**src/sv/assert_macros.svh**
```systemverilog
// Assertion helpers shared by the receiver modules.
// Simulation builds get concurrent assertions; synthesis builds get nothing.
`ifndef ASSERT_MACROS_SVH
`define ASSERT_MACROS_SVH

`ifndef SYNTHESIS

`define ASSERT_IMPLIES(label, clk, rst, ante, cons) \
  label: assert property (@(posedge clk) disable iff (rst) (ante) |-> (cons)) \
    else $error("assertion failed");

`define ASSERT_NEXT(label, clk, rst, ante, cons) \
  label: assert property (@(posedge clk) disable iff (rst) (ante) |=> (cons)) \
    else $error("assertion failed");

`else

`define ASSERT_IMPLIES(label, clk, rst, ante, cons)

`define ASSERT_NEXT(label, clk, rst, ante, cons)

`endif

`endif

```
**src/sv/itr_pkg.sv**
```systemverilog
// ----------------------------------------------------------------------------
// itr_pkg
// Request codes, status codes, decoded operation types and the CRC-16 update
// shared by the image transfer receiver.
// ----------------------------------------------------------------------------
package itr_pkg;

  localparam logic [2:0] REQ_BEGIN  = 3'd0;
  localparam logic [2:0] REQ_CHUNK  = 3'd1;
  localparam logic [2:0] REQ_DATA   = 3'd2;
  localparam logic [2:0] REQ_COMMIT = 3'd3;
  localparam logic [2:0] REQ_ABORT  = 3'd4;

  localparam logic [2:0] ST_OK           = 3'd0;
  localparam logic [2:0] ST_TOO_LARGE    = 3'd1;
  localparam logic [2:0] ST_NOT_STAGED   = 3'd2;
  localparam logic [2:0] ST_BAD_OFFSET   = 3'd3;
  localparam logic [2:0] ST_CRC_MISMATCH = 3'd4;

  localparam logic [15:0] CRC_INIT = 16'hFFFF;
  localparam logic [15:0] CRC_POLY = 16'h1021;
  localparam logic [15:0] CRC_TOP  = 16'h8000;

  localparam logic [31:0] MAX_IMAGE_RESET = 32'd1024 * 32'd1024;

  typedef enum logic [2:0] {
    OP_NONE,
    OP_BEGIN,
    OP_CHUNK,
    OP_DATA,
    OP_COMMIT,
    OP_ABORT
  } op_t;

  typedef enum logic [2:0] {
    MODE_IDLE   = 3'b001,
    MODE_RECV   = 3'b010,
    MODE_STAGED = 3'b100
  } mode_t;

  typedef struct packed {
    op_t  op;
    logic size_bad;
    logic len_zero;
  } req_class_t;

  // CCITT-FALSE byte update, MSB first
  function automatic logic [15:0] crc_feed(input logic [15:0] crc, input logic [7:0] b);
    logic [15:0] c;
    c = crc ^ {b, 8'h00};
    for (int k = 0; k < 8; k++) begin
      if ((c & CRC_TOP) != 16'h0000) begin
        c = {c[14:0], 1'b0} ^ CRC_POLY;
      end else begin
        c = {c[14:0], 1'b0};
      end
    end
    return c;
  endfunction

endpackage

```
**src/sv/itr_if.sv**
```systemverilog
// ----------------------------------------------------------------------------
// itr_if
// Request and response channels of the image transfer receiver.
// ----------------------------------------------------------------------------
interface itr_req_if #(parameter int SIZE_BITS = 24) ();
  logic                 valid;
  logic                 ready;
  logic [2:0]           req_type;
  logic [SIZE_BITS-1:0] image_bytes;
  logic [15:0]          image_crc;
  logic [SIZE_BITS-1:0] chunk_offset;
  logic [15:0]          chunk_length;
  logic [7:0]           data_byte;

  modport source (
    output valid, req_type, image_bytes, image_crc, chunk_offset, chunk_length, data_byte,
    input  ready
  );
  modport sink (
    input  valid, req_type, image_bytes, image_crc, chunk_offset, chunk_length, data_byte,
    output ready
  );
endinterface

interface itr_rsp_if #(parameter int SIZE_BITS = 24) ();
  logic                 valid;
  logic                 ready;
  logic                 status_valid;
  logic [2:0]           status_code;
  logic                 store_valid;
  logic [SIZE_BITS-1:0] store_address;
  logic [7:0]           store_byte;
  logic                 image_staged;

  modport source (
    output valid, status_valid, status_code, store_valid, store_address, store_byte,
           image_staged,
    input  ready
  );
  modport sink (
    input  valid, status_valid, status_code, store_valid, store_address, store_byte,
           image_staged,
    output ready
  );
endinterface

```
**src/sv/itr_front.sv**
```systemverilog
// ----------------------------------------------------------------------------
// itr_front
// Accepts requests, holds the size limit register and classifies each
// request (operation, size check, chunk end offset) for the queue.
// ----------------------------------------------------------------------------
module itr_front import itr_pkg::*; #(
  parameter int SIZE_BITS = 24,
  parameter int SUM_BITS  = 25
) (
  input  logic                 clk,
  input  logic                 rst,
  input  logic                 cfg_we,
  input  logic [SIZE_BITS-1:0] cfg_wdata,
  itr_req_if.sink              req,
  output logic                 push_valid,
  input  logic                 push_ready,
  output req_class_t           cls,
  output logic [SIZE_BITS-1:0] size,
  output logic [15:0]          crc_in,
  output logic [SIZE_BITS-1:0] off,
  output logic [SUM_BITS-1:0]  end_off,
  output logic [15:0]          len,
  output logic [7:0]           data
);

  logic [SIZE_BITS-1:0] max_bytes;

  always_ff @(posedge clk) begin
    if (rst) begin
      max_bytes <= SIZE_BITS'(MAX_IMAGE_RESET);
    end else if (cfg_we) begin
      max_bytes <= cfg_wdata;
    end
  end

  assign req.ready  = push_ready;
  assign push_valid = req.valid;

  always_comb begin
    case (req.req_type)
      REQ_BEGIN:  cls.op = OP_BEGIN;
      REQ_CHUNK:  cls.op = OP_CHUNK;
      REQ_DATA:   cls.op = OP_DATA;
      REQ_COMMIT: cls.op = OP_COMMIT;
      REQ_ABORT:  cls.op = OP_ABORT;
      default:    cls.op = OP_NONE;
    endcase
    cls.size_bad = (req.image_bytes == '0) || (req.image_bytes > max_bytes);
    cls.len_zero = (req.chunk_length == 16'd0);
  end

  assign size    = req.image_bytes;
  assign crc_in  = req.image_crc;
  assign off     = req.chunk_offset;
  assign end_off = SUM_BITS'(req.chunk_offset) + SUM_BITS'(req.chunk_length);
  assign len     = req.chunk_length;
  assign data    = req.data_byte;

endmodule

```
**src/sv/itr_queue.sv**
```systemverilog
// ----------------------------------------------------------------------------
// itr_queue
// Two-entry queue between the classifying front and the executing back.
// ----------------------------------------------------------------------------
module itr_queue #(
  parameter int WIDTH = 8
) (
  input  logic             clk,
  input  logic             rst,
  input  logic             in_valid,
  output logic             in_ready,
  input  logic [WIDTH-1:0] in_data,
  output logic             out_valid,
  input  logic             out_ready,
  output logic [WIDTH-1:0] out_data
);
`include "assert_macros.svh"

  logic [WIDTH-1:0] mem [2];
  logic             wr_ptr;
  logic             rd_ptr;
  logic [1:0]       count;
  logic             push;
  logic             pop;

  assign in_ready  = (count != 2'd2);
  assign out_valid = (count != 2'd0);
  assign out_data  = mem[rd_ptr];
  assign push      = in_valid && in_ready;
  assign pop       = out_valid && out_ready;

  always_ff @(posedge clk) begin
    if (push) begin
      mem[wr_ptr] <= in_data;
    end
  end

  always_ff @(posedge clk) begin
    if (rst) begin
      wr_ptr <= 1'b0;
      rd_ptr <= 1'b0;
      count  <= 2'd0;
    end else begin
      if (push) begin
        wr_ptr <= ~wr_ptr;
      end
      if (pop) begin
        rd_ptr <= ~rd_ptr;
      end
      if (push && !pop) begin
        count <= count + 2'd1;
      end else if (pop && !push) begin
        count <= count - 2'd1;
      end
    end
  end

  `ASSERT_IMPLIES(a_count_range, clk, rst, 1'b1, count <= 2'd2)
  `ASSERT_NEXT(a_push_grows, clk, rst, push && !pop, count == $past(count) + 2'd1)

endmodule

```
**src/sv/itr_back.sv**
```systemverilog
// ----------------------------------------------------------------------------
// itr_back
// Executes classified requests against the transfer state, runs the CRC
// and registers one response per request.
// ----------------------------------------------------------------------------
module itr_back import itr_pkg::*; #(
  parameter int SIZE_BITS = 24,
  parameter int SUM_BITS  = 25
) (
  input  logic                 clk,
  input  logic                 rst,
  input  logic                 q_valid,
  output logic                 q_ready,
  input  req_class_t           cls,
  input  logic [SIZE_BITS-1:0] size,
  input  logic [15:0]          crc_in,
  input  logic [SIZE_BITS-1:0] off,
  input  logic [SUM_BITS-1:0]  end_off,
  input  logic [15:0]          len,
  input  logic [7:0]           data,
  itr_rsp_if.source            rsp
);
`include "assert_macros.svh"

  mode_t                mode, mode_next;
  logic [SIZE_BITS-1:0] exp_size, exp_size_next;
  logic [15:0]          exp_crc, exp_crc_next;
  logic [SIZE_BITS-1:0] rcvd, rcvd_next;
  logic [15:0]          crc, crc_next;
  logic [15:0]          left, left_next;

  logic                 out_valid;
  logic                 sv, sv_next;
  logic [2:0]           code, code_next;
  logic                 wv, wv_next;
  logic [SIZE_BITS-1:0] waddr, waddr_next;
  logic [7:0]           wbyte, wbyte_next;
  logic                 staged;

  logic                 fire;

  assign fire    = q_valid && (!out_valid || rsp.ready);
  assign q_ready = fire;

  always_comb begin
    mode_next     = mode;
    exp_size_next = exp_size;
    exp_crc_next  = exp_crc;
    rcvd_next     = rcvd;
    crc_next      = crc;
    left_next     = left;
    sv_next       = 1'b0;
    code_next     = ST_OK;
    wv_next       = 1'b0;
    waddr_next    = '0;
    wbyte_next    = 8'd0;
    case (cls.op)
      OP_BEGIN: begin
        sv_next = 1'b1;
        if (mode == MODE_RECV) begin
          mode_next = MODE_IDLE;
          rcvd_next = '0;
          left_next = 16'd0;
        end
        if (cls.size_bad) begin
          code_next = ST_TOO_LARGE;
        end else begin
          exp_size_next = size;
          exp_crc_next  = crc_in;
          rcvd_next     = '0;
          crc_next      = CRC_INIT;
          left_next     = 16'd0;
          mode_next     = MODE_RECV;
        end
      end
      OP_CHUNK: begin
        sv_next = 1'b1;
        if (mode != MODE_RECV) begin
          code_next = ST_NOT_STAGED;
        end else begin
          left_next = 16'd0;
          if (off < rcvd) begin
            code_next = ST_OK;
          end else if (off > rcvd) begin
            code_next = ST_BAD_OFFSET;
          end else if (cls.len_zero || (end_off > SUM_BITS'(exp_size))) begin
            code_next = ST_BAD_OFFSET;
          end else begin
            left_next = len;
          end
        end
      end
      OP_DATA: begin
        if ((mode == MODE_RECV) && (left != 16'd0)) begin
          wv_next    = 1'b1;
          waddr_next = rcvd;
          wbyte_next = data;
          crc_next   = crc_feed(crc, data);
          rcvd_next  = rcvd + SIZE_BITS'(1);
          left_next  = left - 16'd1;
        end
      end
      OP_COMMIT: begin
        sv_next = 1'b1;
        if ((mode != MODE_RECV) || (rcvd != exp_size)) begin
          code_next = ST_NOT_STAGED;
        end else if (crc != exp_crc) begin
          code_next     = ST_CRC_MISMATCH;
          mode_next     = MODE_IDLE;
          exp_size_next = '0;
          exp_crc_next  = 16'd0;
          rcvd_next     = '0;
          crc_next      = CRC_INIT;
          left_next     = 16'd0;
        end else begin
          left_next = 16'd0;
          mode_next = MODE_STAGED;
        end
      end
      OP_ABORT: begin
        sv_next       = 1'b1;
        mode_next     = MODE_IDLE;
        exp_size_next = '0;
        exp_crc_next  = 16'd0;
        rcvd_next     = '0;
        crc_next      = CRC_INIT;
        left_next     = 16'd0;
      end
      default: begin
      end
    endcase
  end

  always_ff @(posedge clk) begin
    if (rst) begin
      mode      <= MODE_IDLE;
      exp_size  <= '0;
      exp_crc   <= 16'd0;
      rcvd      <= '0;
      crc       <= CRC_INIT;
      left      <= 16'd0;
      out_valid <= 1'b0;
    end else begin
      if (fire) begin
        mode     <= mode_next;
        exp_size <= exp_size_next;
        exp_crc  <= exp_crc_next;
        rcvd     <= rcvd_next;
        crc      <= crc_next;
        left     <= left_next;
      end
      if (fire) begin
        out_valid <= 1'b1;
      end else if (rsp.ready) begin
        out_valid <= 1'b0;
      end
    end
  end

  always_ff @(posedge clk) begin
    if (fire) begin
      sv     <= sv_next;
      code   <= code_next;
      wv     <= wv_next;
      waddr  <= waddr_next;
      wbyte  <= wbyte_next;
      staged <= (mode_next == MODE_STAGED);
    end
  end

  assign rsp.valid         = out_valid;
  assign rsp.status_valid  = sv;
  assign rsp.status_code   = code;
  assign rsp.store_valid   = wv;
  assign rsp.store_address = waddr;
  assign rsp.store_byte    = wbyte;
  assign rsp.image_staged  = staged;

  // admitted bytes never run past the announced size
  `ASSERT_IMPLIES(a_window, clk, rst, mode == MODE_RECV,
    SUM_BITS'(rcvd) + SUM_BITS'(left) <= SUM_BITS'(exp_size))
  `ASSERT_NEXT(a_fire_shows, clk, rst, fire, rsp.valid)
  `ASSERT_IMPLIES(a_one_kind, clk, rst, rsp.valid, !(rsp.status_valid && rsp.store_valid))

endmodule

```
**src/sv/image_transfer_receiver_crc16_unit.sv**
```systemverilog
// ----------------------------------------------------------------------------
// image_transfer_receiver_crc16_unit
// Update image receiver: begin, chunk header, data byte, commit and abort
// requests; issues store writes and verifies a CRC-16 on commit.
// ----------------------------------------------------------------------------
// Usage:
//   req carries one request per valid/ready handshake; rsp returns exactly
//   one response per request, in order. A response holds either a status
//   (begin, chunk header, commit, abort), a store write (admitted data
//   byte), or neither (stray byte, unknown request), plus image_staged.
//   cfg_we/cfg_wdata write the size limit; write only while idle.
// Path: an accepted request is written into the queue, and the queue head is
//   executed straight into the response register.
// Throughput: one request per cycle while rsp.ready stays high; the back end
//   executes one request per cycle, each with a single unrolled CRC byte update.
// Stall: a two-entry queue sits between the classifying front and the
//   executing back; the response register holds while rsp.ready is low and
//   req.ready drops once the queue is full.
// Reset: synchronous; transfer state returns to idle, CRC to 0xFFFF and the
//   size limit to 1 MiB. No clearing pass is needed.
// ----------------------------------------------------------------------------
module image_transfer_receiver_crc16_unit import itr_pkg::*; #(
  parameter int SIZE_BITS = 24
) (
  input  logic                 clk,
  input  logic                 rst,
  input  logic                 cfg_we,
  input  logic [SIZE_BITS-1:0] cfg_wdata,
  itr_req_if.sink              req,
  itr_rsp_if.source            rsp
);

  localparam int SUM_BITS = ((SIZE_BITS > 16) ? SIZE_BITS : 16) + 1;
  localparam int Q_WIDTH  = $bits(req_class_t) + SIZE_BITS + 16 + SIZE_BITS + SUM_BITS + 16 + 8;

  logic                 push_valid;
  logic                 push_ready;
  req_class_t           f_cls;
  logic [SIZE_BITS-1:0] f_size;
  logic [15:0]          f_crc;
  logic [SIZE_BITS-1:0] f_off;
  logic [SUM_BITS-1:0]  f_end;
  logic [15:0]          f_len;
  logic [7:0]           f_data;

  logic                 q_valid;
  logic                 q_ready;
  logic [Q_WIDTH-1:0]   q_in;
  logic [Q_WIDTH-1:0]   q_out;

  req_class_t           b_cls;
  logic [SIZE_BITS-1:0] b_size;
  logic [15:0]          b_crc;
  logic [SIZE_BITS-1:0] b_off;
  logic [SUM_BITS-1:0]  b_end;
  logic [15:0]          b_len;
  logic [7:0]           b_data;

  itr_front #(
    .SIZE_BITS (SIZE_BITS),
    .SUM_BITS  (SUM_BITS)
  ) u_front (
    .clk        (clk),
    .rst        (rst),
    .cfg_we     (cfg_we),
    .cfg_wdata  (cfg_wdata),
    .req        (req),
    .push_valid (push_valid),
    .push_ready (push_ready),
    .cls        (f_cls),
    .size       (f_size),
    .crc_in     (f_crc),
    .off        (f_off),
    .end_off    (f_end),
    .len        (f_len),
    .data       (f_data)
  );

  assign q_in = {f_cls, f_size, f_crc, f_off, f_end, f_len, f_data};

  itr_queue #(
    .WIDTH (Q_WIDTH)
  ) u_queue (
    .clk       (clk),
    .rst       (rst),
    .in_valid  (push_valid),
    .in_ready  (push_ready),
    .in_data   (q_in),
    .out_valid (q_valid),
    .out_ready (q_ready),
    .out_data  (q_out)
  );

  assign {b_cls, b_size, b_crc, b_off, b_end, b_len, b_data} = q_out;

  itr_back #(
    .SIZE_BITS (SIZE_BITS),
    .SUM_BITS  (SUM_BITS)
  ) u_back (
    .clk     (clk),
    .rst     (rst),
    .q_valid (q_valid),
    .q_ready (q_ready),
    .cls     (b_cls),
    .size    (b_size),
    .crc_in  (b_crc),
    .off     (b_off),
    .end_off (b_end),
    .len     (b_len),
    .data    (b_data),
    .rsp     (rsp)
  );

endmodule

```
**src/flat_wrapper.sv**
```systemverilog
// flat-port wrapper written by rule: the top's interface ports become plain ports
module image_transfer_receiver_crc16_unit_flat import itr_pkg::*;
#(
  parameter int SIZE_BITS = 24
)
  (clk, rst, cfg_we, cfg_wdata, req_valid, req_req_type, req_image_bytes, req_image_crc, req_chunk_offset, req_chunk_length, req_data_byte, req_ready, rsp_valid, rsp_status_valid, rsp_status_code, rsp_store_valid, rsp_store_address, rsp_store_byte, rsp_image_staged, rsp_ready);
  itr_req_if #(.SIZE_BITS(SIZE_BITS)) req_i ();
  itr_rsp_if #(.SIZE_BITS(SIZE_BITS)) rsp_i ();
  input  logic clk;
  input  logic rst;
  input  logic cfg_we;
  input  logic [SIZE_BITS-1:0] cfg_wdata;
  input wire logic [$bits(req_i.valid)-1:0] req_valid;
  input wire logic [$bits(req_i.req_type)-1:0] req_req_type;
  input wire logic [$bits(req_i.image_bytes)-1:0] req_image_bytes;
  input wire logic [$bits(req_i.image_crc)-1:0] req_image_crc;
  input wire logic [$bits(req_i.chunk_offset)-1:0] req_chunk_offset;
  input wire logic [$bits(req_i.chunk_length)-1:0] req_chunk_length;
  input wire logic [$bits(req_i.data_byte)-1:0] req_data_byte;
  output wire logic [$bits(req_i.ready)-1:0] req_ready;
  output wire logic [$bits(rsp_i.valid)-1:0] rsp_valid;
  output wire logic [$bits(rsp_i.status_valid)-1:0] rsp_status_valid;
  output wire logic [$bits(rsp_i.status_code)-1:0] rsp_status_code;
  output wire logic [$bits(rsp_i.store_valid)-1:0] rsp_store_valid;
  output wire logic [$bits(rsp_i.store_address)-1:0] rsp_store_address;
  output wire logic [$bits(rsp_i.store_byte)-1:0] rsp_store_byte;
  output wire logic [$bits(rsp_i.image_staged)-1:0] rsp_image_staged;
  input wire logic [$bits(rsp_i.ready)-1:0] rsp_ready;
  assign req_i.valid = req_valid;
  assign req_i.req_type = req_req_type;
  assign req_i.image_bytes = req_image_bytes;
  assign req_i.image_crc = req_image_crc;
  assign req_i.chunk_offset = req_chunk_offset;
  assign req_i.chunk_length = req_chunk_length;
  assign req_i.data_byte = req_data_byte;
  assign req_ready = req_i.ready;
  assign rsp_valid = rsp_i.valid;
  assign rsp_status_valid = rsp_i.status_valid;
  assign rsp_status_code = rsp_i.status_code;
  assign rsp_store_valid = rsp_i.store_valid;
  assign rsp_store_address = rsp_i.store_address;
  assign rsp_store_byte = rsp_i.store_byte;
  assign rsp_image_staged = rsp_i.image_staged;
  assign rsp_i.ready = rsp_ready;
  image_transfer_receiver_crc16_unit #(.SIZE_BITS(SIZE_BITS)) u_core (.clk(clk), .rst(rst), .cfg_we(cfg_we), .cfg_wdata(cfg_wdata), .req(req_i), .rsp(rsp_i));
endmodule
```
**config.mk**
```make
export PLATFORM = sky130hd
export DESIGN_NAME = image_transfer_receiver_crc16_unit_flat
export DESIGN_NICKNAME = d
export VERILOG_FILES = /design/src/sv/itr_pkg.sv /design/src/sv/itr_if.sv /design/src/sv/itr_front.sv /design/src/sv/itr_queue.sv /design/src/sv/itr_back.sv /design/src/sv/image_transfer_receiver_crc16_unit.sv /design/src/flat_wrapper.sv
export VERILOG_INCLUDE_DIRS = /design/src /design/src/sv
export SDC_FILE = /design/constraint.sdc
export NUM_CORES = 1
export LEC_CHECK = 0
export BUFFER_PORTS_ARGS = -buffer_cell sky130_fd_sc_hd__buf_2
export CAP_MARGIN = 0
export CORE_ASPECT_RATIO = 1.2
export CORE_MARGIN = 4
export CORE_UTILIZATION = 60
export CTS_BUF_LIST = sky130_fd_sc_hd__clkbuf_4
export CTS_CLUSTER_DIAMETER = 50
export CTS_CLUSTER_SIZE = 16
export DETAILED_ROUTE_END_ITERATION = 10
export PLACE_DENSITY = 0.77
export SLEW_MARGIN = 15
export SYNTH_ARGS = -nofsm -noshare
export SYNTH_HDL_FRONTEND = slang
export SYNTH_HIERARCHICAL = 1
export SYNTH_SLANG_ARGS = --single-unit
```
**constraint.sdc**
```tcl
create_clock -name clk -period 10.7 [get_ports clk]
set_input_delay 0.535 -clock clk [delete_from_list [all_inputs] [get_ports clk]]
set_output_delay 0.535 -clock clk [all_outputs]
set_load 0.02 [all_outputs]
```
Word level (Yosys, flattened, before mapping). Memory sizes are Yosys's and may differ from the RTL's. A register that Yosys moved wholly into a read port is not among the register bits. Cells that the tools add are included.

$add $sub $neg: 5. $mul: 0. Divide/modulo/power cells: 0. Order comparisons: 4. Equal/unequal tests: 21. Shift-type cells: 0. Multiplexer cells: 72. Bitwise logic cells: 11. Reduce and logical (&&, ||, !) cells: 29.

Operator list (count): $mux 16 (29); $mux 24 (6); $mux 13 (8); $pmux 24 s4 (1); $pmux 16 s5 (1); $pmux 24 s3 (1); $pmux 16 s4 (1); $gt 24x24->1 (2); $pmux 16 s3 (1); $add 24x16->25 (1); $gt 25x24->1 (1); $add 24x1->24 const B (1); $logic_not 24->1 (1); $lt 24x24->1 (1); $ne 24x24->1 (1); $not 3->3 (8); $mux 3 (6); $pmux 3 s3 (2); $reduce_and 6->1 (3); $logic_not 16->1 (1); $ne 16x16->1 (1); $reduce_bool 16->1 (1); $sub 16x1->16 const B (1); $xor 16x16->16 (1); other kinds (23) (62).

Register bits: 166. Latch bits: 0. RAM bits: 236. Bits in read-only memories: 0. Input port bits: 120. Output and inout port bits: 40. Word-level logic and storage cells: 160. Memories kept: 1.

Memory list: u_core.u_queue.mem (words 2, width 118, rd ports 1, clocked after memory_dff 1, wr ports 1, line itr_queue.sv:19) `logic [WIDTH-1:0] mem [2];`.

Depth between registers and ports, before layout. Gate-level depths: netlist of run 1.

Word-level depth: 33. Gate-level depth with buffers: 13. Mapped depth without buffers: 10.

Hierarchy. Netlist of run 1, hierarchy kept.

By module, submodules not included: itr_queue (times used 1, cells each 391, area an instance 8803.4 sq um, seq. area each 7186.9 sq um); itr_back (times used 1, cells each 917, area an instance 8207.9 sq um, seq. area each 3143.0 sq um); itr_front (times used 1, cells each 433, area an instance 3360.7 sq um, seq. area each 480.5 sq um).

Worst setup path after synthesis of run 1. OpenSTA, ideal clock, no wires.

Path type: in2reg. From: input port req_valid. To: memory u_core/u_queue/mem[1][0] (netlist bit) (enable). Setup time: 491 ps. Arrival time: 3397 ps. Data required time: 10209 ps. Path slack: 6811 ps. Stages on the path: 2. Path buffers: 1. Path through: buf_4 > and3_1.

Word-level cells in the longest chain between the ends: 3.

RTL lines: from (decl) (line flat_wrapper.sv:13) `input wire logic [$bits(req_i.valid)-1:0] req_valid;`; $logic_and 1x1->1 (line itr_queue.sv:29) `assign push = in_valid && in_ready;`; $mux 1 (line itr_queue.sv:33) `if (push) begin`; $mux 1 (implied by the code) (line itr_queue.sv:34) `mem[wr_ptr] <= in_data;`; to (decl) (line itr_queue.sv:19).

Every way passes these cells.

==> Implementation_results.wiki, run 1 <==
{| class="wikitable"
! Metric !! Value
|-
| Unrepaired setup endpoints after global routing || false
|-
| # clock sinks || 403
|-
| Crit path buffers/inverters || 3
|-
| Count of final setup violators || 0
|-
| Clock share of power || 17.9%
|-
| Internal Power || 2.80 mW
|-
| Final RePlAce weighted congestion || 0.889
|-
| Combinational fraction of design power || between 30% and 40%
|-
| Leakage Power || approximately 8 nW
|-
| CP max stage cell || buf_4
|-
| Post-synth top area share || 40.4%
|-
| Syn nets || 1953
|-
| Critical path launch point type || flop
|-
| Initial core utilization || slightly above 60%
|-
| Combinational family with the most area after synthesis || simple AND/OR/NAND/NOR gates
|-
| Clock insertion delay at the later pin of the skew report || 0.75 ns
|-
| Ordered list of cells on the worst path || buf_4 -> buf_4 -> mux2_2 -> nor2b_1 -> nand2_1 -> a311oi_4 -> buf_4 -> o221a_2 -> nor3b_1 -> o21bai_1
|-
| Die Wd || 176 um
|-
| Number of search-and-repair iterations in the first detailed-routing pass || 6
|-
| Number of port buffers || 159
|-
| Cell type with the highest aggregate area in the netlist || edfxtp_1
|-
| List of most frequent post-synthesis cells || edfxtp_1, dfxtp_1, mux2_2
|-
| Synthesized cell area || around 20000 um2
|-
| Vias || 13751
|-
| Worst EP arrival || roughly 5.8 ns
|-
| Headroom to the max-slew limit || about 29%
|-
| Design Power || 4.32 mW
|-
| Sink of the worst hold path || u_core/u_queue/mem[0][12]
|-
| Critical Path Fanout Max || 53
|-
| Skew final || approximately 0.077 ns
|-
| Run status || finished clean
|-
| Crit-path max cell delay || roughly 0.70 ns
|-
| Final Hold Violating Endpoints || 0
|-
| Proportion of total power due to net switching || 35.2%
|-
| Area enclosed by the die boundary || 37000 um2
|-
| Complex-gate fraction of the synthesized area || 9.88%
|-
| Post-CTS Resized || 0
|-
| Count of mapped cells out of synthesis || 1741
|-
| Remaining Overflow, GRT || 0
|-
| Number of placed I/O pins || 160
|-
| IR drop worst, VDD || approximately 0.00011 V
|-
| Clock tree from TritonCTS || yes
|-
| Post-synthesis sequential element count || 403
|-
| Total half-perimeter wirelength after legalization and detailed placement || 32.4 mm
|-
| Post-route DRC || 0
|-
| Post-route non-filler standard cell count || 2347
|-
| Top cell family by delay on the critical path || buffers and inverters
|-
| Number of buffers inserted during clock tree synthesis || 37
|-
| Number of maximum-capacitance violations || 0
|-
| Clock-pin slew on the worst setup and hold paths || 0.16 ns
|-
| Sw power || 1.52 mW
|-
| Post-synthesis share of cell area spent on full adders, half adders and majority gates || 5.69%
|-
| Floorplan Core Area || 33300 um2
|-
| Logic depth of the worst register-to-register path || 10
|-
| Cell types with the largest area share after synthesis || edfxtp_1, dfxtp_1, ha_1
|-
| Fraction of final layout cells with drive strength greater than 1 || between 20% and 30%
|-
| Total of warnings raised by yosys || 6
|-
| Total Neg Setup Slack || 0 ns
|-
| Count of nets after finishing || 2080
|-
| Mux share of post-synthesis cell area || 8.13%
|-
| Final Worst Setup Slack || 5.54 ns
|-
| Clock period minus final worst setup slack || 5.16 ns
|-
| Iter 0 DRT Violations || 1200
|-
| Worst reg2reg setup slack || 5.54 ns
|-
| Max Freq || 0.194 GHz
|-
| First-pass GRT wire length || about 74 mm
|-
| XOR/XNOR Fraction of Synth Area || between 3 and 4%
|-
| Overall routed net length || 47.3 mm
|-
| Max Transition Viols Final || 0
|-
| Portion of total power attributed to sequential cells || 47.3%
|-
| Crit path top cell by count || buf_4
|-
| Syn avg cell area || roughly 12 um2
|-
| Primary FF master, synth || edfxtp_1
|-
| Post-DRT Antenna Nets || 0
|-
| Data required time of the worst path || 11.31 ns
|-
| Class of the worst hold path || input pin to flop
|-
| Number of unique standard cell types used by synthesis || 83
|-
| Max H-tree Level || 2
|-
| Fraction of the cycle the final worst path needs || about 48%
|-
| Die boundary height || 210 um
|-
| Number of synthesized flops with an enable pin || 274
|-
| Simple-Gate Fraction of Synth Area || 12.4%
|-
| Setup Slack @ Placement || 5.66 ns
|-
| Pin count of the biggest net entering global routing || 87
|-
| Worst reg2reg endpoint || u_core/u_back/crc[1]
|-
| Count of cells along the worst hold path || 1
|-
| CP endpoint kind || flop
|-
| Total number of placement rows || 73
|-
| Power per Cell Area || ~200 nW/um2
|-
| Measured slew at the worst slew-check pin || 1.07 ns
|-
| Source of the worst hold timing path || req_chunk_length[4]
|-
| CTS max path bufs || 3
|-
| Routed len/inst || 20.1 um
|-
| Via count of the first global-routing pass || around 14000
|-
| Library cell with the highest instance count after synthesis || edfxtp_1
|-
| Post-synthesis async set-or-reset flop share || 0%
|-
| Number of cells in the design after placement || 2193
|-
| Drt via density || 5.86
|-
| Tot GR Track Use || 25.2%
|-
| P&R area growth vs syn || 8.65%
|-
| Proportion of synthesized chip area in sequential cells || about 53%
|-
| Path type of the worst setup path || flop to flop
|-
| Number of antenna violations at the first check in global routing || 2
|-
| Root buffer cell || clkbuf_4
|}
-- stage by stage --
stage | utilization (%) | hold slack [ns] | area (um2)
detailed placement | 62.3 | 0.479 | 20800
global placement | 62.3 | 0.475 | 20800
global route | 66.4 | 0.0150 | 22100
CTS | 66.4 | 0.000393 | 22100
floorplan | - | 0.460 | 20400
finish | 66.4 | 0.0521 | 22100
-- layout make-up --
| type | instances | area [um2] |
|---|---|---|
| Inverter | 91 | 344 |
| Clock buffer | 47 | 353 |
| Fill cell | 2456 | 11200 |
| Sequential cell | 403 | 10800 |
| Timing Repair Buffer | 256 | 1740 |
| Antenna cell | 1 | 2.50 |
| Multi-Input combinational cell | 1079 | 8160 |
| Tap cell | 450 | 563 |
| Clock inverter | 20 | 165 |
-- power by group through the flow --
| stage | clock, mW | combinational [mW] | sequential, mW |
|---|---|---|---|
| 2_1_floorplan | 0 | 1.05 | 2.14 |
| 3_3_place_gp | 0 | 1.42 | 2.07 |
| 3_5_place_dp | 0 | 1.46 | 2.08 |
| 4_1_cts | 0.791 | 1.49 | 2.04 |
| 5_1_grt | 0.850 | 1.64 | 2.07 |
| 6_report | 0.772 | 1.50 | 2.04 |
-- metal layers --
metal  part of all wire, %  vias to the layer above  track usage [%]
met1                    40                     6632             31.6
met4                   4.0                        2             9.60
met2                    50                      455             44.0
met5                 0.028                        -                0
met3                   5.6                      117             3.82
li1                      -                     6545                -
-- cell usage in the layout (no fill, tap or decap), types with 6 or more instances in the layout --
| master | instances |
|---|---|
| edfxtp_1 | 274 |
| buf_2 | 159 |
| dfxtp_1 | 128 |
| mux2_2 | 99 |
| ha_1 | 91 |
| nor2_1 | 90 |
| inv_1 | 89 |
| dlygate4sd3_1 | 85 |
| nand3_1 | 73 |
| nand2_1 | 71 |
| a21oi_1 | 71 |
| xnor2_1 | 69 |
| clkbuf_4 | 48 |
| o21ai_0 | 46 |
| o31ai_1 | 33 |
| and2_1 | 33 |
| nand4_1 | 29 |
| or4_1 | 25 |
| mux2i_1 | 24 |
| nand2b_1 | 23 |
| a21oi_2 | 22 |
| nor3_1 | 21 |
| xor2_1 | 21 |
| mux2_4 | 20 |
| and3_1 | 19 |
| o21bai_1 | 17 |
| or3_1 | 17 |
| nor2b_1 | 16 |
| nor4_1 | 15 |
| a21o_1 | 15 |
| a211oi_1 | 13 |
| buf_4 | 11 |
| nand3b_1 | 8 |
| nor3b_1 | 8 |
| o31ai_2 | 6 |
-- registers in the layout, summed over array words and instances, names as in the netlist, 2 cells and up, named ones only --
name and cells:
u_core/u_back/exp_size 24, u_core/u_back/rsp.store_byte 8, u_core/u_back/exp_crc 16, u_core/u_back/crc 16
u_core/u_front/max_bytes 24, u_core/u_queue/count 2, u_core/u_back/rcvd 24, u_core/u_back/mode 3
u_core/u_back/left 16, u_core/u_back/rsp.store_address 24, u_core/u_back/rsp.status_code 3, u_core/u_queue/mem 236
-- cells by family after synthesis --
family / after synthesis
XOR/XNOR: 90
multiplexers: 143
AO/OA/AOI/OAI: 284
AND/OR/NAND/NOR: 470
adder cells (fa/ha/maj): 92
flip-flops: 403
buffers and inverters: 259
-- how the worst max path moves through the flow --
stage	endpoint	cells past startpoint	slack, ns	startpoint
floorplan	u_core/u_queue/mem[1][0]	2	6.81	req_valid
detailed placement	u_core/u_back/crc[1]	10	5.66	flop
global placement	u_core/u_back/rcvd[23]	10	5.77	flop
global route	u_core/u_back/crc[2]	10	5.22	flop
CTS	u_core/u_back/crc[1]	10	5.59	flop
finish	u_core/u_back/crc[1]	10	5.54	flop
-- timing repair --
item / in CTS / in global routing
endpoints found under the hold margin: 149 / 0
buffers inserted: 0 / 0
hold buffers: 85 / 0
No activity file was read; power rests on OpenSTA's default activity.
==> inputs of run 2 (changes only) <==
==> constraint.sdc (replaced) <==
create_clock -name clk -period 5.31 [get_ports clk]
set_input_delay 0.2655 -clock clk [delete_from_list [all_inputs] [get_ports clk]]
set_output_delay 0.2655 -clock clk [all_outputs]
set_load 0.02 [all_outputs]
==> run 2 against run 1 <==
Compared with the run above: clock-buffer cell count shrank 2; power grew 110%; global-route usage grew 0.76 points; die area is the same; non-clock buffer count grew 35; critical path depth grew 1.
==> Implementation_results.wiki, run 2 (same netlist as run 1, synthesis figures left out) <==
{| class="wikitable"
! Metric !! Value
|-
| Max Freq || 0.252 GHz (+30%)
|-
| Max H-tree Level || 2 (unchanged)
|-
| Post-DRT Antenna Nets || 0 (unchanged)
|-
| Leakage Power || 8.23 nW (+2.7%)
|-
| Tot GR Track Use || 25.9% (+0.76 points)
|-
| Count of final setup violators || 0 (unchanged)
|-
| CP max stage cell || dfxtp_4
|-
| First-pass GRT wire length || 75.7 mm (+2.5%)
|-
| Clock insertion delay at the later pin of the skew report || 0.73 ns (-0.02 ns)
|-
| Logic depth of the worst register-to-register path || 11 (+1)
|-
| Total Neg Setup Slack || 0 ns (unchanged)
|-
| Crit-path max cell delay || 0.71 ns (about the same)
|-
| P&R area growth vs syn || 11.0%
|-
| Run status || finished clean
|-
| Final Worst Setup Slack || 1.34 ns (-4.19 ns)
|-
| Class of the worst hold path || input pin to flop
|-
| Number of placed I/O pins || 160 (unchanged)
|-
| Worst EP arrival || 4.61 ns (-1.16 ns)
|-
| Crit path buffers/inverters || 2 (-1)
|-
| Clock-pin slew on the worst setup and hold paths || 0.16 ns (about the same)
|-
| Top cell family by delay on the critical path || simple AND/OR/NAND/NOR gates
|-
| Data required time of the worst path || 5.96 ns (-5.35 ns)
|-
| Critical path launch point type || flop
|-
| Total half-perimeter wirelength after legalization and detailed placement || 33.2 mm (+2.6%)
|-
| Total number of placement rows || 73 (unchanged)
|-
| Remaining Overflow, GRT || 0 (unchanged)
|-
| Fraction of final layout cells with drive strength greater than 1 || 21.7% (-0.18 points)
|-
| Routed len/inst || 20.5 um (+1.8%)
|-
| Die boundary height || 210 um (unchanged)
|-
| IR drop worst, VDD || 0.000217 V (+95%)
|-
| CP endpoint kind || flop
|-
| Overall routed net length || 48.8 mm (+3.3%)
|-
| Critical Path Fanout Max || 35 (-34%)
|-
| Number of port buffers || 159 (unchanged)
|-
| Worst reg2reg setup slack || 1.34 ns (-4.19 ns)
|-
| Worst reg2reg endpoint || u_core/u_back/left[10]
|-
| Path type of the worst setup path || flop to flop
|-
| Max Transition Viols Final || 0 (unchanged)
|-
| Headroom to the max-slew limit || 32.9% (+4.3 points)
|-
| Fraction of the cycle the final worst path needs || 74.7% (+26 points)
|-
| Iter 0 DRT Violations || 1283 (+6.9%)
|-
| Clock tree from TritonCTS || yes
|-
| # clock sinks || 403 (unchanged)
|-
| Drt via density || 5.90 (+0.74%)
|-
| CTS hold repair buffers || 118 (+39%)
|-
| Pin count of the biggest net entering global routing || 87 (unchanged)
|-
| Power per Cell Area || 397 nW/um2 (+100%)
|-
| Biggest register || u_core/u_queue/mem
|-
| Number of search-and-repair iterations in the first detailed-routing pass || 6 (unchanged)
|-
| Worst hold slack || 0.0685 ns (+0.0164 ns)
|-
| Post-CTS Resized || 0 (unchanged)
|-
| Clock period minus final worst setup slack || 3.97 ns (-1.20 ns)
|-
| Ordered list of cells on the worst path || buf_4 -> mux2_2 -> ha_1 -> nand4_1 -> nor3_1 -> nand4_1 -> a31oi_1 -> o211ai_1 -> buf_4 -> or4_1 -> a31oi_1
|-
| Sink of the worst hold path || u_core/u_back/left[11]
|-
| Number of flip-flops under the largest register name || 236 (unchanged)
|-
| Most frequent standard cell in the layout excluding fill and tap cells || edfxtp_1
|-
| Number of buffers inserted during clock tree synthesis || 37 (unchanged)
|-
| Final RePlAce weighted congestion || 0.894 (+0.60%)
|-
| End-of-flow core utilization || 67.8% (+1.4 points)
|-
| Floorplan Core Area || 33300 um2 (unchanged)
|-
| CTS max path bufs || 3 (unchanged)
|-
| Count of nets after finishing || 2115 (+1.7%)
|-
| Unrepaired setup endpoints after global routing || false
|-
| Post-route DRC || 0 (unchanged)
|-
| Skew final || 0.0696 ns (-0.00727 ns)
|-
| Die Wd || 176 um (unchanged)
|-
| Post-CTS setup buffer count || 0 (unchanged)
|-
| Number of maximum-capacitance violations || 0 (unchanged)
|-
| Source of the worst hold timing path || rst
|-
| Area enclosed by the die boundary || 37000 um2 (unchanged)
|-
| Count of cells along the worst hold path || 2 (+1)
|-
| Final Hold Violating Endpoints || 0 (unchanged)
|-
| Top library cells by usage in the layout, fill and taps aside || edfxtp_1, buf_2, dfxtp_1
|-
| Design Power || 8.98 mW (+110%)
|-
| Root buffer cell || clkbuf_4
|-
| Number of antenna violations at the first check in global routing || 2 (unchanged)
|-
| Setup Slack @ Placement || 1.44 ns (-4.22 ns)
|-
| Measured slew at the worst slew-check pin || 1.01 ns (-0.0666 ns)
|-
| Vias || 14053 (+2.2%)
|-
| Initial core utilization || 61.1% (unchanged)
|-
| Filler instances || 2397 (-2.4%)
|-
| Via count of the first global-routing pass || 13951 (+0.95%)
|}
==> run 2: cell types whose count changed in the layout (fill, tap and decap cells not counted), moves of 3 or more <==
cell / previous run / this run
dlygate4sd3_1: 85 / 118
clkinv_1: 4 / 1
bufinv_16: 1 / 6
clkbuf_4: 48 / 45
inv_6: 5 / 1
==> run 2: layer usage <==
| metal | vias to the layer above | track usage [%] | routed length [um] |
|---|---|---|---|
| met4 | 2 | 13.0 | 2700 |
| li1 | 6602 | - | - |
| met3 | 149 | 3.95 | 3000 |
| met1 | 6751 | 32.5 | 19100 |
| met5 | - | 0 | 12 |
| met2 | 549 | 43.9 | 24000 |
==> run 2: per-stage QoR <==
step,cells,cell area [um2]
finish,2381,22600
global route,2381,22600
CTS,2380,22600
detailed placement,2196,20800
global placement,2195,20800
floorplan,1741,20400
==> run 2: cell type report <==
| cell class | instances | area, um2 | area share (%) |
|---|---|---|---|
| Sequential cell | 403 | 10800 | 47.8 |
| Multi-Input combinational cell | 1079 | 8160 | 36.1 |
| Inverter | 91 | 344 | 1.52 |
| Clock buffer | 45 | 338 | 1.49 |
| Timing Repair Buffer | 291 | 2090 | 9.26 |
| Antenna cell | 1 | 2.50 | 0.0111 |
| Tap cell | 450 | 563 | 2.49 |
| Clock inverter | 21 | 295 | 1.31 |
==> run 2: power by group <==
| group | internal (mW) | switching, mW | leakage (nW) |
|---|---|---|---|
| clock | 0.733 | 1.06 | 0.356 |
| combinational | 1.24 | 1.79 | 4.24 |
| sequential | 3.92 | 0.233 | 3.63 |
| total | 5.89 | 3.08 | 8.23 |
==> run 2: worst max path at each step <==
stage | startpoint | endpoint | cells past startpoint
after global placement | flop | u_core/u_back/left[10] | 10
after global routing | flop | u_core/u_back/left[10] | 11
final | flop | u_core/u_back/left[10] | 11
after detailed placement | flop | u_core/u_back/left[7] | 11
after CTS | flop | u_core/u_back/left[10] | 11
after floorplan | u_core/u_queue/count[0] | u_core/u_queue/mem[1][0] | 2
==> inputs of run 3 (changes only) <==
--- a/config.mk
+++ b/config.mk
@@ -6,6 +6,7 @@
 export SDC_FILE = /design/constraint.sdc
 export NUM_CORES = 1
 export LEC_CHECK = 0
+export ABC_AREA = 1
 export BUFFER_PORTS_ARGS = -buffer_cell sky130_fd_sc_hd__buf_2
 export CAP_MARGIN = 0
 export CORE_ASPECT_RATIO = 1.2
@@ -15,7 +16,7 @@
 export CTS_CLUSTER_DIAMETER = 50
 export CTS_CLUSTER_SIZE = 16
 export DETAILED_ROUTE_END_ITERATION = 10
-export PLACE_DENSITY = 0.77
+export PLACE_DENSITY = 0.76
 export SLEW_MARGIN = 15
 export SYNTH_ARGS = -nofsm -noshare
 export SYNTH_HDL_FRONTEND = slang
==> constraint.sdc (replaced) <==
create_clock -name clk -period 4.1 [get_ports clk]
set_input_delay 0.205 -clock clk [delete_from_list [all_inputs] [get_ports clk]]
set_output_delay 0.205 -clock clk [all_outputs]
set_load 0.02 [all_outputs]
==> run 3 against run 2 <==
Compared with the run above: clock-buffer cell count shrank 1; highest routed layer is now met4; register-to-register slack lost 0.55 ns; routed wire length is 13% higher; combinational power up 110%; sequential share of layout area is 2.7 points lower; die area up 6.3%; power up 58%; non-clock buffer count is 1 higher; cell count up 30%; critical endpoint is now u_core/u_back/rsp.status_code[0]; via count rose by 20%; worst setup slack worse by 0.55 ns; maximum frequency is 20% higher.
==> Implementation_results.wiki, run 3 <==
{| class="wikitable"
! Metric !! Value
|-
| Portion of total power attributed to sequential cells || 41.0% (-5.2 points)
|-
| Most frequent standard cell in the layout excluding fill and tap cells || nand2_1
|-
| Number of synthesized flops with an enable pin || 274 (unchanged)
|-
| Number of search-and-repair iterations in the first detailed-routing pass || 5 (-1)
|-
| Final non-filler cell area || 24000 um2 (+6.0%)
|-
| Fraction of the cycle the final worst path needs || 80.6% (+5.9 points)
|-
| Overall routed net length || 55.4 mm (+13%)
|-
| # clock sinks || 403 (unchanged)
|-
| Primary FF master, synth || edfxtp_1
|-
| Root buffer cell || clkbuf_4
|-
| Routed len/inst || 17.9 um (-13%)
|-
| Post-DRT Antenna Nets || 0 (unchanged)
|-
| Clock insertion delay at the later pin of the skew report || 0.76 ns (+0.03 ns)
|-
| Vias || 16839 (+20%)
|-
| First-pass GRT wire length || 87.5 mm (+16%)
|-
| Combinational family with the most area after synthesis || simple AND/OR/NAND/NOR gates
|-
| Count of mapped cells out of synthesis || 2421 (+39%)
|-
| Top library cells by usage in the layout, fill and taps aside || nand2_1, nor2_1, edfxtp_1
|-
| Number of port buffers || 159 (unchanged)
|-
| Biggest register || u_core/u_queue/mem
|-
| Clock share of power || 15.0% (-4.9 points)
|-
| Critical Path Fanout Max || 32 (-8.6%)
|-
| Power per Cell Area || 592 nW/um2 (+49%)
|-
| Max Transition Viols Final || 0 (unchanged)
|-
| Total of warnings raised by yosys || 6 (unchanged)
|-
| Syn avg cell area || 8.97 um2 (-23%)
|-
| Final RePlAce weighted congestion || 0.956 (+6.9%)
|-
| IR drop worst, VDD || 0.000365 V (+68%)
|-
| Critical path launch point type || flop
|-
| Area enclosed by the die boundary || 39300 um2 (+6.3%)
|-
| XOR/XNOR Fraction of Synth Area || 2.30% (-1.6 points)
|-
| Post-synth top area share || 37.9% (-2.5 points)
|-
| Post-CTS Resized || 0 (unchanged)
|-
| Total half-perimeter wirelength after legalization and detailed placement || 38.9 mm (+17%)
|-
| Iter 0 DRT Violations || 1403 (+9.4%)
|-
| Drt via density || 5.44 (-7.8%)
|-
| Measured slew at the worst slew-check pin || 1.14 ns (+0.132 ns)
|-
| Combinational fraction of design power || 44.0% (+10 points)
|-
| Crit path buffers/inverters || 1 (-1)
|-
| Fraction of final layout cells with drive strength greater than 1 || 16.0% (-5.7 points)
|-
| Floorplan Core Area || 35800 um2 (+7.5%)
|-
| Sw power || 5.89 mW (+91%)
|-
| Unrepaired setup endpoints after global routing || false
|-
| Post-synthesis sequential element count || 403 (unchanged)
|-
| Clock period minus final worst setup slack || 3.30 ns (-0.664 ns)
|-
| Number of placed I/O pins || 160 (unchanged)
|-
| Die Wd || 182 um (+3.1%)
|-
| Simple-Gate Fraction of Synth Area || 21.8% (+9.4 points)
|-
| Clock-pin slew on the worst setup and hold paths || 0.16 ns (about the same)
|-
| Crit-path max cell delay || 0.49 ns (-0.22 ns)
|-
| Syn nets || 2633 (+35%)
|-
| Max H-tree Level || 2 (unchanged)
|-
| P&R area growth vs syn || 10.4%
|-
| Top cell family by delay on the critical path || simple AND/OR/NAND/NOR gates
|-
| Headroom to the max-slew limit || 24.1% (-8.8 points)
|-
| CP endpoint kind || flop
|-
| Number of buffers inserted during clock tree synthesis || 37 (unchanged)
|-
| Complex-gate fraction of the synthesized area || 5.05% (-4.8 points)
|-
| Proportion of total power due to net switching || 41.5% (+7.2 points)
|-
| Mux share of post-synthesis cell area || 6.47% (-1.7 points)
|-
| Die boundary height || 216 um (+3.1%)
|-
| Synthesized cell area || 21700 um2 (+6.5%)
|-
| Post-route DRC || 0 (unchanged)
|-
| Total number of placement rows || 76 (+4.1%)
|-
| Total placed instance area || 22200 um2 (+6.8%)
|-
| Number of unique standard cell types used by synthesis || 41 (-51%)
|-
| Final Hold Violating Endpoints || 0 (unchanged)
|-
| Proportion of synthesized chip area in sequential cells || 49.8% (-3.3 points)
|-
| Remaining Overflow, GRT || 0 (unchanged)
|-
| Via count of the first global-routing pass || 16553 (+19%)
|-
| Tot GR Track Use || 27.8% (+1.9 points)
|-
| Post-synthesis share of cell area spent on full adders, half adders and majority gates || 5.34% (-0.35 points)
|-
| Count of final setup violators || 0 (unchanged)
|-
| CP max stage cell || nand2_1
|-
| Internal Power || 8.30 mW (+41%)
|-
| Ordered list of cells on the worst path || buf_4 -> mux2_2 -> ha_1 -> nand2_1 -> nor2_1 -> nand4_1 -> nor2_1 -> nand4_1 -> nand2_1 -> nand3_1 -> nand2_1 -> o21ai_0
|-
| Worst EP arrival || 3.81 ns (-0.80 ns)
|-
| Initial core utilization || 60.5% (-0.56 points)
|-
| Number of maximum-capacitance violations || 0 (unchanged)
|-
| Number of antenna violations at the first check in global routing || 2 (unchanged)
|-
| Post-CTS setup buffer count || 0 (unchanged)
|-
| Clock tree from TritonCTS || yes
|-
| Design Power || 14.2 mW (+58%)
|-
| Crit path top cell by count || nand2_1
|-
| Post-synthesis async set-or-reset flop share || 0% (unchanged)
|-
| Library cell with the highest instance count after synthesis || nand2_1
|-
| Count of nets after finishing || 2807 (+33%)
|-
| List of most frequent post-synthesis cells || nand2_1, nor2_1, edfxtp_1
|-
| Cell types with the largest area share after synthesis || edfxtp_1, dfxtp_1, nand2_1
|-
| Leakage Power || 10.3 nW (+25%)
|-
| Path type of the worst setup path || flop to flop
|-
| Pin count of the biggest net entering global routing || 119 (+37%)
|-
| Run status || finished clean
|-
| Cell type with the highest aggregate area in the netlist || edfxtp_1
|-
| CTS max path bufs || 3 (unchanged)
|-
| Class of the worst hold path || input pin to flop
|-
| Skew final || 0.0591 ns (-0.0105 ns)
|-
| Number of flip-flops under the largest register name || 236 (unchanged)
|-
| Max Freq || 0.303 GHz (+20%)
|-
| Data required time of the worst path || 4.60 ns (-1.36 ns)
|}
-- run 3: changes by cell type in the layout (fill, tap and decap cells not counted), moves of 28 or more --
cell	change
and2_1	-31
inv_1	+141
xnor2_1	-52
nor2_1	+195
nand3_1	+28
nand2_1	+571
o31ai_1	-33
a21oi_1	+47
-- run 3: final cells by class --
class | count | area (um2)
sequential | 403 | 10800
timing repair buffer | 292 | 2120
clock inverter | 24 | 241
multi-input combinational | 1605 | 8910
inverter | 256 | 961
fill | 2855 | 11900
antenna | 2 | 5.00
tap | 468 | 586
clock buffer | 44 | 330
-- run 3: power groups by stage --
stage	combinational (mW)	clock [mW]	sequential (mW)
2_1_floorplan	4.53	0	6.02
4_1_cts	6.21	2.18	5.80
6_report	6.25	2.13	5.81
5_1_grt	7.00	2.35	5.88
3_5_place_dp	6.08	0	5.89
3_3_place_gp	5.90	0	5.87
-- run 3: logic make-up after synthesis --
| family | Yosys count |
|---|---|
| xor+xnor | 57 |
| flops | 403 |
| buf+inv | 413 |
| mux | 118 |
| simple gates | 1136 |
| compound gates | 202 |
| fa+ha+maj | 92 |
-- run 3: tightest hold or removal path: cells and delay by family --
family        cells  cell delay (ns)
simple gates      1             0.17
buf+inv           2             0.49
-- run 3: what timing repair did --
| item | CTS | global route |
|---|---|---|
| hold buffers | 119 | 0 |
| hold endpoints to repair | 231 | 0 |
| setup endpoints to repair | 0 | 0 |
-- run 3: per-layer routing --
| metal | vias up | part of all wire [%] | GRT usage, % | wire length [um] |
|---|---|---|---|---|
| li1 | 8218 | - | - | - |
| met1 | 7929 | 39 | 33.7 | 21800 |
| met2 | 569 | 51 | 50.1 | 28300 |
| met3 | 123 | 5.3 | 3.54 | 2920 |
| met4 | 0 | 4.3 | 11.3 | 2380 |
| met5 | - | 0 | 0 | 0 |
-- run 3: final timing paths --
path                          startpoint                                to  slack, ns  depth (start not counted)
max                                 flop  u_core/u_back/rsp.status_code[0]       0.80                         12
min                                  rst          u_core/u_back/exp_crc[1]       0.14                          3
max reg2reg                         flop  u_core/u_back/rsp.status_code[0]       0.80                         12
min reg2reg  u_core/u_front/max_bytes[7]       u_core/u_front/max_bytes[7]       0.48                          2
-- run 3: per-stage QoR --
stage	setup slack (ns)	std cells	TNS, ns	hold slack, ns	util, %
final	0.797	3094	0	0.141	66.9
after floorplan	-1.94	2421	-458.18	0.305	-
after global routing	0.626	3094	0	0.122	66.9
after global placement	1.03	2905	0	0.397	61.9
after detailed placement	0.929	2905	0	0.401	61.9
after CTS	0.834	3092	0	0.0879	66.8
